==> config.mk <==
export PLATFORM = sky130hd
export DESIGN_NAME = radix_digit_converter_core_flat
export DESIGN_NICKNAME = d
export VERILOG_FILES = /design/src/hdl/rdc_pkg.sv /design/src/hdl/rdc_stream_if.sv /design/src/hdl/radix_digit_converter_core.sv /design/src/flat_wrapper.sv
export SDC_FILE = /design/constraint.sdc
export NUM_CORES = 1
export LEC_CHECK = 0
export BUFFER_PORTS_ARGS = -buffer_cell sky130_fd_sc_hd__buf_2
export CAP_MARGIN = 15
export CORE_MARGIN = 1
export CORE_UTILIZATION = 62
export CTS_CLUSTER_SIZE = 8
export DETAILED_ROUTE_END_ITERATION = 12
export PLACE_DENSITY = 0.8
export SLEW_MARGIN = 20
export SYNTH_ARGS = -nofsm -noshare
export SYNTH_HDL_FRONTEND = slang
export SYNTH_SLANG_ARGS = --single-unit
export TNS_END_PERCENT = 30
==> constraint.sdc <==
create_clock -name clk_i -period 20.2 [get_ports clk_i]
set_input_delay 2.02 -clock clk_i [delete_from_list [all_inputs] [get_ports clk_i]]
set_output_delay 2.02 -clock clk_i [all_outputs]
set_load 0.05 [all_outputs]
==> src/hdl/rdc_pkg.sv <==
// ----------------------------------------------------------------------------
// Radix digit converter package
// Shared widths, beat types and the digit-to-character mapping.
// ----------------------------------------------------------------------------
`default_nettype none

package rdc_pkg;

  localparam int unsigned VALUE_W        = 63;
  localparam int unsigned RADIX_W        = 5;
  localparam int unsigned CHAR_W         = 7;
  localparam int unsigned DIGIT_W        = 4;
  localparam int unsigned MAX_DIGITS_DEF = 64;
  localparam int unsigned RESULT_CAP     = 63;

  // The dividend is padded by one bit so that it splits evenly into chunks.
  localparam int unsigned DIVIDEND_W = VALUE_W + 1;
  localparam int unsigned STEP_BITS  = 8;
  localparam int unsigned DIV_CYCLES = DIVIDEND_W / STEP_BITS;

  localparam logic [RADIX_W-1:0] RADIX_RESET = RADIX_W'(10);
  localparam logic [RADIX_W-1:0] RADIX_MIN   = RADIX_W'(2);
  localparam logic [RADIX_W-1:0] RADIX_MAX   = RADIX_W'(16);

  localparam logic [CHAR_W-1:0] CHAR_ZERO   = CHAR_W'(48);
  localparam logic [CHAR_W-1:0] CHAR_UPPERA = CHAR_W'(65);
  localparam logic [DIGIT_W-1:0] DIGIT_TEN  = DIGIT_W'(10);

  typedef struct packed {
    logic [VALUE_W-1:0] value;
  } in_beat_t;

  typedef struct packed {
    logic [CHAR_W-1:0] digit_char;
    logic              last;
  } out_beat_t;

  function automatic logic [CHAR_W-1:0] digit_to_char(input logic [DIGIT_W-1:0] d);
    logic [CHAR_W-1:0] c;
    if (d < DIGIT_TEN) begin
      c = CHAR_ZERO + CHAR_W'(d);
    end else begin
      c = CHAR_UPPERA + CHAR_W'(d - DIGIT_TEN);
    end
    return c;
  endfunction

endpackage

`default_nettype wire

==> src/hdl/rdc_stream_if.sv <==
// ----------------------------------------------------------------------------
// Radix digit converter stream interface
// Valid/ready channel carrying one beat of the given payload type.
// ----------------------------------------------------------------------------
`default_nettype none

interface rdc_stream_if #(
  parameter type payload_t = logic
);
  logic     valid;
  logic     ready;
  payload_t data;

  modport source (output valid, output data, input ready);
  modport sink   (input valid, input data, output ready);
endinterface

`default_nettype wire

==> src/hdl/radix_digit_converter_core.sv <==
// ----------------------------------------------------------------------------
// Radix digit converter core
// Converts a 63-bit value into base-N ASCII digits, most significant first.
// ----------------------------------------------------------------------------
// Each digit is one pass of the shared divider (8 quotient bits a cycle over a
// 64-bit dividend); each emitted digit then passes from the store read through
// the FETCH and LOAD states to the output register, plus any wait on the output side.
// The block takes no new value until the last digit of an item has left.
// Reset: radix returns to 10 and the sequencer to idle; the digit store is
// not cleared, as every entry is written before it is read.
`default_nettype none

module radix_digit_converter_core #(
  parameter int unsigned MAX_DIGITS = rdc_pkg::MAX_DIGITS_DEF
) (
  input  wire logic                        clk_i,
  input  wire logic                        rst_ni,
  input  wire logic                        cfg_we_i,
  input  wire logic [rdc_pkg::RADIX_W-1:0] cfg_wdata_i,
  rdc_stream_if.sink                       in_i,
  rdc_stream_if.source                     out_o
);

  localparam int unsigned IDX_W = $clog2(MAX_DIGITS);
  localparam int unsigned CNT_W = $clog2(MAX_DIGITS + 1);
  localparam int unsigned CAP   = (MAX_DIGITS > rdc_pkg::RESULT_CAP) ?
                                  rdc_pkg::RESULT_CAP : MAX_DIGITS;
  localparam int unsigned STEP_W = $clog2(rdc_pkg::DIV_CYCLES);

  typedef enum logic [2:0] {
    ST_IDLE,
    ST_DIV,
    ST_FETCH,
    ST_LOAD,
    ST_HOLD
  } state_e;

  state_e                            state_q;
  logic [rdc_pkg::RADIX_W-1:0]       radix_q;
  logic [rdc_pkg::RADIX_W-1:0]       base_q;
  logic [rdc_pkg::RADIX_W-1:0]       base_d;
  logic [rdc_pkg::DIVIDEND_W-1:0]    quo_q;
  logic [rdc_pkg::DIVIDEND_W-1:0]    quo_d;
  logic [rdc_pkg::RADIX_W-1:0]       rem_q;
  logic [rdc_pkg::RADIX_W-1:0]       rem_d;
  logic [STEP_W-1:0]                 step_q;
  logic [CNT_W-1:0]                  cnt_q;
  logic                              out_valid_q;
  rdc_pkg::out_beat_t                out_beat_q;

  logic [rdc_pkg::DIGIT_W-1:0]       store_mem [MAX_DIGITS];
  logic [rdc_pkg::DIGIT_W-1:0]       rd_digit_q;
  logic                              wr_en;
  logic [IDX_W-1:0]                  wr_addr;
  logic [IDX_W-1:0]                  rd_addr;
  logic                              step_last;
  logic [CNT_W-1:0]                  cnt_inc;

  assign in_i.ready  = (state_q == ST_IDLE);
  assign out_o.valid = out_valid_q;
  assign out_o.data  = out_beat_q;

  // Out-of-range register values fold onto the nearest legal base.
  always_comb begin
    if (radix_q < rdc_pkg::RADIX_MIN) begin
      base_d = rdc_pkg::RADIX_MIN;
    end else if (radix_q > rdc_pkg::RADIX_MAX) begin
      base_d = rdc_pkg::RADIX_MAX;
    end else begin
      base_d = radix_q;
    end
  end

  // Shared restoring divider: STEP_BITS quotient bits per cycle. The
  // partial remainder never reaches twice the base, so it stays 5 bits wide.
  always_comb begin
    logic [rdc_pkg::RADIX_W:0] trial;
    quo_d = quo_q;
    rem_d = rem_q;
    for (int i = 0; i < rdc_pkg::STEP_BITS; i++) begin
      trial = {rem_d, quo_d[rdc_pkg::DIVIDEND_W-1]};
      quo_d = {quo_d[rdc_pkg::DIVIDEND_W-2:0], 1'b0};
      if (trial >= {1'b0, base_q}) begin
        trial    = trial - {1'b0, base_q};
        quo_d[0] = 1'b1;
      end
      rem_d = trial[rdc_pkg::RADIX_W-1:0];
    end
  end

  assign step_last = (step_q == STEP_W'(rdc_pkg::DIV_CYCLES - 1));
  assign cnt_inc   = cnt_q + CNT_W'(1);
  assign wr_en     = (state_q == ST_DIV) && step_last;
  assign wr_addr   = cnt_q[IDX_W-1:0];
  assign rd_addr   = IDX_W'(cnt_q - CNT_W'(1));

  always_ff @(posedge clk_i) begin
    if (wr_en) begin
      store_mem[wr_addr] <= rem_d[rdc_pkg::DIGIT_W-1:0];
    end
    rd_digit_q <= store_mem[rd_addr];
  end

  always_ff @(posedge clk_i or negedge rst_ni) begin
    if (!rst_ni) begin
      radix_q <= rdc_pkg::RADIX_RESET;
    end else if (cfg_we_i) begin
      radix_q <= cfg_wdata_i;
    end
  end

  always_ff @(posedge clk_i or negedge rst_ni) begin
    if (!rst_ni) begin
      state_q     <= ST_IDLE;
      base_q      <= '0;
      quo_q       <= '0;
      rem_q       <= '0;
      step_q      <= '0;
      cnt_q       <= '0;
      out_valid_q <= 1'b0;
      out_beat_q  <= '0;
    end else begin
      unique case (state_q)
        ST_IDLE: begin
          if (in_i.valid) begin
            quo_q   <= {1'b0, in_i.data.value};
            rem_q   <= '0;
            base_q  <= base_d;
            step_q  <= '0;
            cnt_q   <= '0;
            state_q <= ST_DIV;
          end
        end
        ST_DIV: begin
          quo_q <= quo_d;
          if (step_last) begin
            // One digit complete: restart the divider on the quotient.
            rem_q  <= '0;
            step_q <= '0;
            cnt_q  <= cnt_inc;
            if ((quo_d == '0) || (cnt_inc == CNT_W'(CAP))) begin
              state_q <= ST_FETCH;
            end
          end else begin
            rem_q  <= rem_d;
            step_q <= step_q + STEP_W'(1);
          end
        end
        ST_FETCH: begin
          state_q <= ST_LOAD;
        end
        ST_LOAD: begin
          out_valid_q           <= 1'b1;
          out_beat_q.digit_char <= rdc_pkg::digit_to_char(rd_digit_q);
          out_beat_q.last       <= (cnt_q == CNT_W'(1));
          cnt_q                 <= cnt_q - CNT_W'(1);
          state_q               <= ST_HOLD;
        end
        ST_HOLD: begin
          if (out_o.ready) begin
            out_valid_q <= 1'b0;
            state_q     <= (cnt_q == '0) ? ST_IDLE : ST_FETCH;
          end
        end
        default: begin
          state_q <= ST_IDLE;
        end
      endcase
    end
  end

endmodule

`default_nettype wire

==> src/flat_wrapper.sv <==
// flat-port wrapper written by rule: the top's interface ports become plain ports
module radix_digit_converter_core_flat 
#(
  parameter int unsigned MAX_DIGITS = rdc_pkg::MAX_DIGITS_DEF
)
  (clk_i, rst_ni, cfg_we_i, cfg_wdata_i, in_i_valid, in_i_data, in_i_ready, out_o_valid, out_o_data, out_o_ready);
  rdc_stream_if #(.payload_t(rdc_pkg::in_beat_t)) in_i_i ();
  rdc_stream_if #(.payload_t(rdc_pkg::out_beat_t)) out_o_i ();
  input  wire logic clk_i;
  input  wire logic rst_ni;
  input  wire logic cfg_we_i;
  input  wire logic [rdc_pkg::RADIX_W-1:0] cfg_wdata_i;
  input wire logic [$bits(in_i_i.valid)-1:0] in_i_valid;
  input wire logic [$bits(in_i_i.data)-1:0] in_i_data;
  output wire logic [$bits(in_i_i.ready)-1:0] in_i_ready;
  output wire logic [$bits(out_o_i.valid)-1:0] out_o_valid;
  output wire logic [$bits(out_o_i.data)-1:0] out_o_data;
  input wire logic [$bits(out_o_i.ready)-1:0] out_o_ready;
  assign in_i_i.valid = in_i_valid;
  assign in_i_i.data = in_i_data;
  assign in_i_ready = in_i_i.ready;
  assign out_o_valid = out_o_i.valid;
  assign out_o_data = out_o_i.data;
  assign out_o_i.ready = out_o_ready;
  radix_digit_converter_core #(.MAX_DIGITS(MAX_DIGITS)) u_core (.clk_i(clk_i), .rst_ni(rst_ni), .cfg_we_i(cfg_we_i), .cfg_wdata_i(cfg_wdata_i), .in_i(in_i_i), .out_o(out_o_i));
endmodule
==> results of run 1 <==
synthesized netlist by cell type, drive strengths merged, types with 16 or more instances:
cell type	number	area, µm²
a21o	22	165.2
a21oi	40	200.2
buf	20	88.84
clkbuf	39	146.4
dfrtp	99	2477
edfxtp	256	7687
ha	51	638.1
inv	46	172.7
mux4	84	1892
nand2	64	240.2
nand3	24	120.1
nor2	192	720.7
nor4	16	100.1
o21ai	48	240.2
o22ai	57	356.6
xnor2	18	157.7
flip-flops by register name, summed over array words and instances (netlist names):
name	cells
u_core.store_mem	256
u_core.quo_q	64
u_core.out_o.data	8
u_core.cnt_q	7
u_core.base_q	5
u_core.radix_q	5
u_core.rem_q	5
u_core.rd_digit_q	4
u_core.state_q	3
u_core.step_q	3
u_core.out_o.valid	1
through the flow:
step | util | setup WS, ps
5_1_grt | 0.7158 | 2212
2_1_floorplan | - | 4656
6_report | 0.7158 | 3419
4_1_cts | 0.7155 | 3276
3_3_place_gp | 0.6612 | 4008
3_5_place_dp | 0.6612 | 3299
routing by layer:
metal	vias up	wire length, µm	global-route usage
li1	4971	-	-
met1	5592	16330	0.3950
met2	587	20450	0.5016
met3	109	3225	0.05031
met4	2	1520	0.1237
met5	-	13	0
cell families (layout without fill, tap and decap cells):
family	Yosys count	count (layout)	synth area share
buffers and inverters	105	219	0.02388
adder cells (fa/ha/maj)	59	59	0.04674
AND/OR/NAND/NOR	361	361	0.09385
flip-flops	361	361	0.6029
AO/OA/AOI/OAI	232	232	0.09092
XOR/XNOR	32	32	0.01641
multiplexers	107	107	0.1253
final timing paths:
path,startpoint,endpoint,cells after the start
min reg2reg,u_core.out_o.data[2],u_core.out_o.data[2],2
min in group asynchronous,rst_ni,u_core.quo_q[1],1
max,u_core.base_q[1],u_core.store_mem[34][0],59
max reg2reg,u_core.base_q[1],u_core.store_mem[34][0],59
min,u_core.out_o.data[2],u_core.out_o.data[2],2
max in group asynchronous,rst_ni,u_core.cnt_q[0],2
layout make-up:
cell class              instances  share of cell area
clock buffers                  75             0.07192
clock inverters                 4            0.003826
inverters                      46            0.008950
multi-input cells             791              0.3332
flip-flops and latches        361              0.5339
well taps                     341             0.02212
repair buffers                 94             0.02607
worst max-delay path, delay by kind of cell (launching register included):
family	cells	cell delay, ps
buffers and inverters	4	1180
and+or+nand+nor	14	2760
muxes	6	2310
AOI/OAI and AO/OA	27	6450
adders and majority gates	8	2960
DFF	1	740
==> results_dict.tcl, run 1 <==
set metrics [dict create \
    outcome "complete, no violations" \
    ys_ff_latch 361 \
    startpoint_type "register" \
    num_antenna_cells 0 \
    post_synth_num_cell_types 70 \
    cts.path.max_buffers 3 \
    layout_commonest_cell "edfxtp_1" \
    cts_hold_buf 0 \
    fp.dieW_um 168.0 \
    tightest_slew_ps 1002 \
    synthCells 1257 \
    grt_pass1_wl_um 63830 \
    mostFrequentLayoutCells "edfxtp_1 (256), nor2_1 (192), dfrtp_1 (98)" \
    cts_resized 0 \
    synth_fp_nets 1389 \
    multiInputGateArea_mm2 0.006427 \
    synth_area_mm2 0.01708 \
    ys.flop_type "edfxtp_1" \
    ys_warn_count 0 \
    antenna_found_initial 1 \
    critPathMaxFanout 65 \
    clock-sinks 361 \
    finalHoldViolations 0 \
    finClkSkew_ps 37.97 \
    relSlewSlack 0.3321 \
    ys_seq_area_frac 0.6029 \
    io_pins 83 \
    grtUsageTotal 0.3002 \
    fin_tns_setup_ps 0 \
    synth_enable_flop_cells 256 \
    wire_per_inst_um 24.27 \
    drive_gt1_frac 0.1969 \
    finalSetupViolCount 0 \
    first_iter_violations 1377 \
    critPathMaxStageDelay_ps 740 \
    cap_violations 0 \
    rsz0062_at_grt "false" \
    min_path_type "reg -> reg" \
    synth_area_per_cell_um2 13.59 \
    final_area_mm2 0.01929 \
    worstSetupEndpointType "register" \
    root_buffer "clkbuf_16" \
    cp.arrival_ps 17040 \
    whs_ps 483.4 \
    clock_latency_ps 560 \
    regArea_mm2 0.01030 \
    dieArea_mm2 0.02821 \
    grt.overflow.total 0 \
    crit_top_cell "a21oi_1" \
    num_rows 60 \
    crit_type "reg -> reg" \
    min_period_over_period 0.8307 \
    die_h_um 168.0 \
    finalNetCount 1477 \
    slew_violations 0 \
    first_pass_iters 8 \
    dp.cells 1633 \
    critPathSlowestCell "dfrtp_1" \
    avgViaCountPerCell 6.578 \
    num_vias 11261 \
    clk_pin_slew_ps 50 \
    hpwl_um 26510 \
    antenna_left 0 \
    portBuffers 82 \
    cts_tree "done" \
    cp.required_ps 20460 \
    num-fill-cells 1696 \
    numCtsBuffers 51 \
    area_growth_pct 12.96 \
    reg2reg_setup_slack_ps 3420 \
    start_util 0.6337 \
    place_area_mm2 0.01782 \
    instances_no_fill 1712 \
    fp.coreArea_mm2 0.02695 \
    max_freq_mhz 59.59 \
    grt_pass1_vias 11248 \
    htree_levels 2 \
    drt-total-wl_um 41540 \
    grt_max_degree 66 \
    drcViolationCount 0 \
    async_flop_share 0.2798 \
    finalCriticalPeriod_ps 16780 \
    gp_congestion 0.9371 \
    postCtsSetupBuffers 0 \
]
Power of run 1 is left out: the tool's default activity adds up to more than one toggle a clock period on the data nets, which glitch-free logic cannot reach.
==> inputs of run 2 (changes only) <==
==> constraint.sdc (replaced) <==
create_clock -name clk_i -period 16.04 [get_ports clk_i]
set_input_delay 1.604 -clock clk_i [delete_from_list [all_inputs] [get_ports clk_i]]
set_output_delay 1.604 -clock clk_i [all_outputs]
set_load 0.05 [all_outputs]
==> run 2 against run 1 <==
Fmax increased by 12%. Critical path depth increased by 3. Critical endpoint is now u_core.store_mem[22][3]. Wire length increased by 7.0%. Die area unchanged.
==> results_dict.tcl, run 2 (synthesis gave the netlist of run 1 again) <==
set metrics [dict create \
    first_pass_iters 5 \
    gp_congestion 0.9385 \
    grtUsageTotal 0.3117 \
    drcViolationCount 0 \
    cts.path.max_buffers 3 \
    min_path_type "reg -> reg" \
    drt-total-wl_um 44460 \
    relSlewSlack 0.3487 \
    slew_violations 0 \
    startpoint_type "register" \
    instances_no_fill 1733 \
    min_period_over_period 0.9346 \
    hpwl_um 26970 \
    rsz0062_at_grt "false" \
    finalCriticalPeriod_ps 14990 \
    start_util 0.6337 \
    root_buffer "clkbuf_16" \
    crit_buf_inv 7 \
    clock-sinks 361 \
    numCtsBuffers 51 \
    crit_top_cell "ha_1" \
    grt_pass1_vias 11483 \
    dp.cells 1638 \
    antenna_left 0 \
    fp.dieW_um 168.0 \
    max_freq_mhz 66.71 \
    tightest_slew_ps 976.9 \
    largest_reg_flops 256 \
    clock_latency_ps 560 \
    critPathMaxStageDelay_ps 500 \
    path_delay_family "compound AO/OA/AOI/OAI gates" \
    portBuffers 82 \
    critPathSlowestCell "mux2_8" \
    fp.coreArea_mm2 0.02695 \
    grt_max_degree 84 \
    area_growth_pct 14.47 \
    worstSetupEndpointType "register" \
    avgViaCountPerCell 6.709 \
    cts_hold_buf 0 \
    wire_per_inst_um 25.65 \
    grt_pass1_wl_um 65720 \
    finalHoldViolations 0 \
    die_h_um 168.0 \
    htree_levels 2 \
    dieArea_mm2 0.02821 \
    clk_pin_slew_ps 50 \
    fin_tns_setup_ps 0 \
    first_iter_violations 1433 \
    mostFrequentLayoutCells "edfxtp_1 (256), nor2_1 (189), dfrtp_1 (97)" \
    io_pins 83 \
    cp.arrival_ps 15220 \
    cap_violations 0 \
    num_rows 60 \
    cp.required_ps 16270 \
    antenna_found_initial 1 \
    outcome "complete, no violations" \
    finClkSkew_ps 13.93 \
    finalNetCount 1498 \
    finalSetupViolCount 0 \
    drive_gt1_frac 0.2170 \
    cts_tree "done" \
    top_register "u_core.store_mem" \
    crit_type "reg -> reg" \
    critPathMaxFanout 64 \
    grt.overflow.total 0 \
    num_antenna_cells 0 \
    num_vias 11626 \
    layout_commonest_cell "edfxtp_1" \
]
-- run 2: cell types whose count changed in the layout (fill, tap and decap cells not counted), sizes merged --
| cell | delta |
|---|---|
| buf | +16 |
| o21a | +3 |
| bufinv | -1 |
| clkbuf | +1 |
| clkinv | +1 |
| mux2i | +1 |
-- run 2: repair_timing --
| item | 4_1_cts | 5_1_grt |
|---|---|---|
| pin swaps | 1 | 3 |
| setup buffers | 1 | 11 |
| gates cloned | 1 | 3 |
| setup endpoints to repair | 242 | 264 |
| resized for setup | 5 | 19 |
-- run 2: layout make-up --
cell class                      count  area, µm²
Clock inverter                      4      60.06
Fill cell                        1699       7401
Multi-Input combinational cell    795       6556
Clock buffer                       75       1388
Tap cell                          341      426.7
Timing Repair Buffer              111      644.4
Inverter                           46      172.7
Sequential cell                   361      10300
-- run 2: worst min-delay path, delay by kind of cell (launching register included) --
kind | cells | cell delay (ps)
AO/OA/AOI/OAI | 1 | 60
AND/OR/NAND/NOR | 1 | 50
flip-flops | 1 | 340
-- run 2: layer usage --
metal,track usage,part of all wire,wire length [µm]
met5,0,0.00029,13
met4,0.1308,0.042,1854
met3,0.05947,0.089,3946
met2,0.5230,0.50,22030
met1,0.4024,0.37,16610
-- run 2: per-stage QoR --
stage               hold WS, ps  area (µm²)    util  setup slack [ps]
floorplan                 449.8       17080       -             496.0
global placement          458.2       17860  0.6626             333.6
detailed placement        470.9       17860  0.6626            -386.0
CTS                       481.3       19350  0.7180             27.05
global route              500.8       19550  0.7254             25.87
finish                    479.5       19550  0.7254              1049
-- run 2: worst paths after layout --
path / from / end / slack [ps] / cells past startpoint
worst min register to register: u_core.out_o.data[2] / u_core.out_o.data[2] / 480 / 2
max in group asynchronous: rst_ni / u_core.cnt_q[0] / 14030 / 2
worst max-delay path: u_core.base_q[0] / u_core.store_mem[22][3] / 1050 / 62
min in group asynchronous: rst_ni / u_core.quo_q[63] / 920 / 1
worst min-delay path: u_core.out_o.data[2] / u_core.out_o.data[2] / 480 / 2
worst max register to register: u_core.base_q[0] / u_core.store_mem[22][3] / 1050 / 62
Power of run 2 is left out for the same reason.
